**config.mk**
```make
export PLATFORM = sky130hd
export DESIGN_NAME = pwc_apply
export DESIGN_NICKNAME = d
export VERILOG_FILES = /design/src/sv/pwc_pkg.sv /design/src/sv/pwc_apply.sv
export SDC_FILE = /design/constraint.sdc
export NUM_CORES = 2
export LEC_CHECK = 0
export BUFFER_PORTS_ARGS = -buffer_cell sky130_fd_sc_hd__clkbuf_2
export CAP_MARGIN = 40
export CELL_PAD_IN_SITES_DETAIL_PLACEMENT = 2
export CELL_PAD_IN_SITES_GLOBAL_PLACEMENT = 2
export CORE_MARGIN = 3
export CORE_UTILIZATION = 34
export DETAILED_ROUTE_END_ITERATION = 8
export PLACE_DENSITY_LB_ADDON = 0.1
export SETUP_SLACK_MARGIN = 0.3
export SYNTH_ARGS = -nofsm -noshare
export SYNTH_HDL_FRONTEND = slang
export SYNTH_SLANG_ARGS = --single-unit
```
**constraint.sdc**
```tcl
create_clock -name clk -period 10.7 [get_ports clk]
set_input_delay 1.07 -clock clk [delete_from_list [all_inputs] [get_ports clk]]
set_output_delay 1.07 -clock clk [all_outputs]
set_load 0.02 [all_outputs]
```
**src/sv/pwc_pkg.sv**
```systemverilog
`default_nettype none
package pwc_pkg;

	// Quotient bits of 2^32 / |denom| with |denom| >= 64
	localparam int QuoW = 27;
	// Magnitude width of the divisor (|denom| < 2^30)
	localparam int DivW = 30;

	localparam logic signed [15:0] KLimit    = 16'sd16384;
	localparam logic signed [32:0] QOne      = 33'sd65536;
	localparam logic signed [32:0] MinDenom  = 33'sd64;
	localparam logic [47:0]        RoundHalf = 48'd32768;

	// Dividend bits above the first quotient bit: 2^32 >> QuoW
	localparam logic [DivW-1:0] RemInit = DivW'(32);

	// Word handed from cell to cell along the divider row
	typedef struct packed {
		logic                valid;
		logic [DivW-1:0]     rem;
		logic [DivW-1:0]     dvs;
		logic [QuoW-1:0]     quo;
		logic                neg;
		logic signed [31:0]  x;
		logic signed [31:0]  y;
	} cell_t;

endpackage
`default_nettype wire

```
**src/sv/pwc_apply.sv**
```systemverilog
`default_nettype none
module pwc_apply (
	input  logic               clk,
	input  logic               arst_n,
	input  logic               adv,
	input  pwc_pkg::cell_t     cell_i,
	output logic               out_valid,
	output logic signed [31:0] warped_x,
	output logic signed [31:0] warped_y
);
	import pwc_pkg::*;

	logic                   v_s1;
	logic                   v_s2;
	logic                   valid_q;
	logic signed [QuoW:0]   qs;
	logic signed [QuoW:0]   scale_s1;
	logic signed [31:0]     x_s1;
	logic signed [31:0]     y_s1;
	logic signed [59:0]     px;
	logic signed [59:0]     py;
	logic [47:0]            px_s2;
	logic [47:0]            py_s2;
	logic [47:0]            sum_x;
	logic [47:0]            sum_y;
	logic signed [31:0]     warped_x_q;
	logic signed [31:0]     warped_y_q;

	assign qs  = $signed({1'b0, cell_i.quo});
	assign px  = x_s1 * scale_s1;
	assign py  = y_s1 * scale_s1;
	assign sum_x = px_s2 + RoundHalf;
	assign sum_y = py_s2 + RoundHalf;

	// Advance valid bits through sign, multiply and round stages
	always_ff @(posedge clk or negedge arst_n) begin
		if (!arst_n) begin
			v_s1    <= 1'b0;
			v_s2    <= 1'b0;
			valid_q <= 1'b0;
		end else if (adv) begin
			v_s1    <= cell_i.valid;
			v_s2    <= v_s1;
			valid_q <= v_s2;
		end
	end

	// Apply sign to quotient, multiply, then round and floor-shift
	always_ff @(posedge clk) begin
		if (adv) begin
			scale_s1   <= cell_i.neg ? -qs : qs;
			x_s1       <= cell_i.x;
			y_s1       <= cell_i.y;
			px_s2      <= px[47:0];
			py_s2      <= py[47:0];
			warped_x_q <= $signed(sum_x[47:16]);
			warped_y_q <= $signed(sum_y[47:16]);
		end
	end

	assign out_valid = valid_q;
	assign warped_x  = warped_x_q;
	assign warped_y  = warped_y_q;

endmodule
`default_nettype wire
```
# Yosys cells after proc, flatten, opt, wreduce, memory -nomap -nowiden
# Index checks and enable logic that the tools add are counted.
# W data, S select, Z words.
# totals
reg_bits	255
word_cells	17
# classes
n_addsub	3
n_mul	2
muxes	1
# ops
op	n
$add A48 B16 Y48 const B	2
$mul A32 B28 Y48	2
$neg A27 Y28	1
$mux W27	1

# Longest topological paths before layout
# depth
depth_word	2
mapped_depth	28
mapped_depth_nobuf	26

# Least setup slack after synthesis
# No wires, ideal clock.
# synth_path
path_kind	reg-to-reg
startpoint	register scale_s1[4]
endpoint	register px_s2[42], data pin
arrival_ns	6.878
setup_slack_ns	3.564
stages_incl_launch_ff	29
path_buffers	2
synth_period_minus_slack_ns	7.136
path_cell_list	edfxtp_1 > clkbuf_1 > clkbuf_1 > nand2_1 > fa_1 > inv_1 > fa_1 > inv_1 > fa_1 > inv_1 > fa_1 > inv_1 > fa_1 > inv_1 > fa_1 > inv_1 > fa_1 > inv_1 > ha_1 > ha_1 > nand4_1 > o21bai_1 > a2111oi_0 > o2bb2ai_1 > o31ai_4 > a41oi_1 > a32oi_1 > a21oi_1 > xnor2_1
# synth_via
elab_chain_len	1
# synth_rtl
item	line	rtl
from (decl)	pwc_apply.sv:17	logic signed [QuoW:0] scale_s1;
from (signal assigned)	pwc_apply.sv:51	scale_s1 <= cell_i.neg ? -qs : qs;
$mul A32 B28 Y48	pwc_apply.sv:30	assign px = x_s1 * scale_s1;
via px[42]	pwc_apply.sv:20	logic signed [59:0] px;
to (signal assigned)	pwc_apply.sv:54	px_s2 <= px[47:0];
to (decl)	pwc_apply.sv:22	logic [47:0] px_s2;
# The timed path passes the listed nets, and every way through them passes these cells.
# A chain may end at the register's enable or synchronous reset.

# Worst setup path in the final report
# layout_path
startpoint	register scale_s1[2]
endpoint	register px_s2[42], data pin
# Same word-level chain as after synthesis.

==> results.yml <==
min_path:
  hold_class: "in2async"
worst_setup_path:
  crit_family: "adder cells"
  endpoint_kind: "flop"
  cp_max_fo: 21
  max_stage_delay_ps: 840
  cp_common_cell: "fa_1"
  reg2reg_slack_ps: 1950
  critPathArrivalTime_ps: 9170
  critPathBufInv: 5
  path_cells: "buf_4 > and2_1 > fa_1 > fa_1 > inv_1 > fa_1 > fa_1 > inv_1 > fa_1 > inv_1 > fa_1 > inv_1 > fa_1 > ha_1 > ha_1 > a21oi_1 > a21boi_0 > a2111oi_0 > o2bb2ai_1 > o31ai_4 > a41oi_1 > a32oi_1 > a21oi_1 > xnor2_1"
  worstPathRequired_ps: 11120
  crit_path_top_delay_cell: "edfxtp_1"
  startpoint_type: "flop"
  setup.worst_path.class: "reg2reg"
final_layout:
  drive_gt1_frac: 0.0599
  area_growth_pct: 8.23
  num-fill-cells: 19300
  fin_cells: 8564
  nets: 8200
run_status:
  run_status: "complete, no violations"
clocking:
  cts_buffers: 30
  ctsHoldBuffers: 0
  cts_setup_buffers: 0
  cts-root-buf: "clkbuf_16"
  ctsResizeCount: 0
  clockBufferDepth: 3
  cts_tree: "done"
  htree_levels: 1
  clkLatencyLatePin_ps: 670
  clock-sinks: 225
  clk_pin_slew_ps: 60
sta:
  min_period_over_period: 0.818
  setup_viol: 0
  grt_setup_unrepaired: "false"
  fin_skew_ps: 27.3
  maxSlewHeadroom: 0.409
  hold_viol_final: 0
  slew_violations: 0
  worstMarginPinSlew_ps: 887
  setup_tns_ps: 0
  max_freq_mhz: 114
  fin_crit_ps: 8750
yosys:
  syn_inst: 6176
  synth-compound-area-share: 0.0209
  synth-simple-area-share: 0.159
  synthAdderAreaFrac: 0.572
  seq_area_frac_synth: 0.110
  synth_top_family_by_area: "adder cells"
  synthesis.area_mm2: 0.0613
  ys_warn_count: 0
  muxShareOfSynthArea: 0.000551
  syn_nets: 8207
  syn_area_per_cell_um2: 9.92
  synth-seq-cells: 225
  synth_edf_count: 222
  synth-xor-area-share: 0.0311
  synth_ff_type: "edfxtp_1"
  synth_async_sr_flop_share: 0.0133
  ys_types: 69
drt:
  vias: 41400
  wire_per_inst_um: 24.0
  wl_mm: 205
  drc_errors: 0
  antenna_left: 0
  drtIter0Drc: 1764
  viasPerCell: 4.84
  firstDrtPassIters: 5
floorplanning:
  initial_core_util: 0.343
  fp.dieW_um: 431
  dieArea_mm2: 0.185
  ios: 221
  rows: 155
  die_h_um: 431
  core_region_area_mm2: 0.179
placed_design:
  place_hpwl_mm: 159
  dpl.cell_count: 8492
  io_buffers: 160
  place.gp.congestion: 0.788
global_route:
  overflow: 0
  grt_start_max_net_pins: 66
  grt_pass1_vias: 49900
  grt.total_usage: 0.229
  antenna_found_initial: 16
  grt_pass1_wl_mm: 319
flow_run:
  maxCapViolCount: 0
-- worst register-to-register path: cells and delay by family (launching register included) --
family          cells  cell delay [ps]
fa+ha+maj           9             4160
compound gates      8             2540
flops               1              840
buf+inv             5              680
simple gates        1              220
xor+xnor            1               80
-- cell families (layout without fill, tap and decap cells) --
kind of cell | count (synthesis) | in the layout
and+or+nand+nor | 1925 | 1925
xor gates and xnor gates | 218 | 218
buffers and inverters | 1740 | 1756
other | 0 | 17
muxes | 3 | 3
DFF | 225 | 225
adders and majority gates | 1875 | 1875
AOI/OAI and AO/OA | 190 | 190
-- registers in the layout, summed over array words and instances (netlist names) --
register   cells
px_s2         33
x_s1          32
y_s1          32
warped_y      32
out_valid      1
scale_s1      28
v_s1           1
warped_x      32
v_s2           1
py_s2         33
-- synth_stat cells (all sizes together) (5+ instances only) --
cell	n	area, µm²
o41ai	5	43.8
fa	1546	30900
nand3	36	180
o21a	10	75.1
nor3	14	75.1
ha	329	4120
xnor2	171	1500
nand2b	22	138
nor2b	41	257
inv	1393	5230
nand2	854	3210
a211oi	7	57.6
clkbuf	342	1280
buf	5	31.3
xor2	47	412
nand4	25	156
and2	830	5190
o21ai	40	200
nor2	62	233
o31ai	8	78.8
a21oi	57	293
or4	5	37.5
nor4	5	31.3
a21o	18	135
and3	17	106
edfxtp	222	6670
-- per-layer routing --
| metal | vias to the layer above | global-route usage | share of wire |
|---|---|---|---|
| met1 | 22800 | 0.312 | 0.45 |
| met2 | 609 | 0.397 | 0.49 |
| met3 | 143 | 0.0242 | 0.035 |
| li1 | 17900 | - | - |
| met4 | 0 | 0.0437 | 0.021 |
| met5 | - | 0 | 0 |
-- stage by stage --
stage                     hold WS, ps  worst slack (ps)  area (µm²)  utilization
after floorplan                   475              3560       61300            -
after global placement            485              2050       64900        0.363
after detailed placement          496              1890       65300        0.365
after CTS                         131              1900       66300        0.371
after global routing              155              1580       66300        0.371
final                             199              1950       66300        0.371
-- path summary, 6_finish.rpt --
| check | startpoint | end | cells past startpoint |
|---|---|---|---|
| setup reg to reg | scale_s1[2] | px_s2[42] | 24 |
| min in group clk | v_s1 | v_s2 | 1 |
| max in group asynchronous | arst_n | v_s2 | 1 |
| hold reg to reg | v_s1 | v_s2 | 1 |
| setup / recovery | scale_s1[2] | px_s2[42] | 24 |
| hold / removal | arst_n | v_s1 | 1 |
-- layout by cell type (no fill, tap or decap), drive strengths merged, types with 5 or more instances in the layout --
cell type and n:
nand3 36, nand2b 22, nor2 62, nor3 14, xor2 47, nor4 5, a21oi 57, o31ai 8
fa 1546, nor2b 41, ha 329, inv 1394, a211oi 7, o41ai 5, edfxtp 222, or4 5
o21a 10, and2 830, diode 17, a21o 18, and3 17, clkinv 12, nand2 854, nand4 25
xnor2 171, clkbuf 195, o21ai 40, buf 148
-- cell type report --
cell class	count	area (µm²)	area share
multi-input cells	4211	48000	0.724
flip-flops and latches	225	6740	0.102
inverters	1393	5230	0.0788
well taps	2355	2950	0.0444
repair buffers	308	2390	0.0361
clock buffers	36	795	0.0120
clock inverters	19	178	0.00268
diodes	17	42.5	0.000641
Power is not shown: default switching activity piles up to over one toggle a cycle in this logic, so the estimate is an artifact.
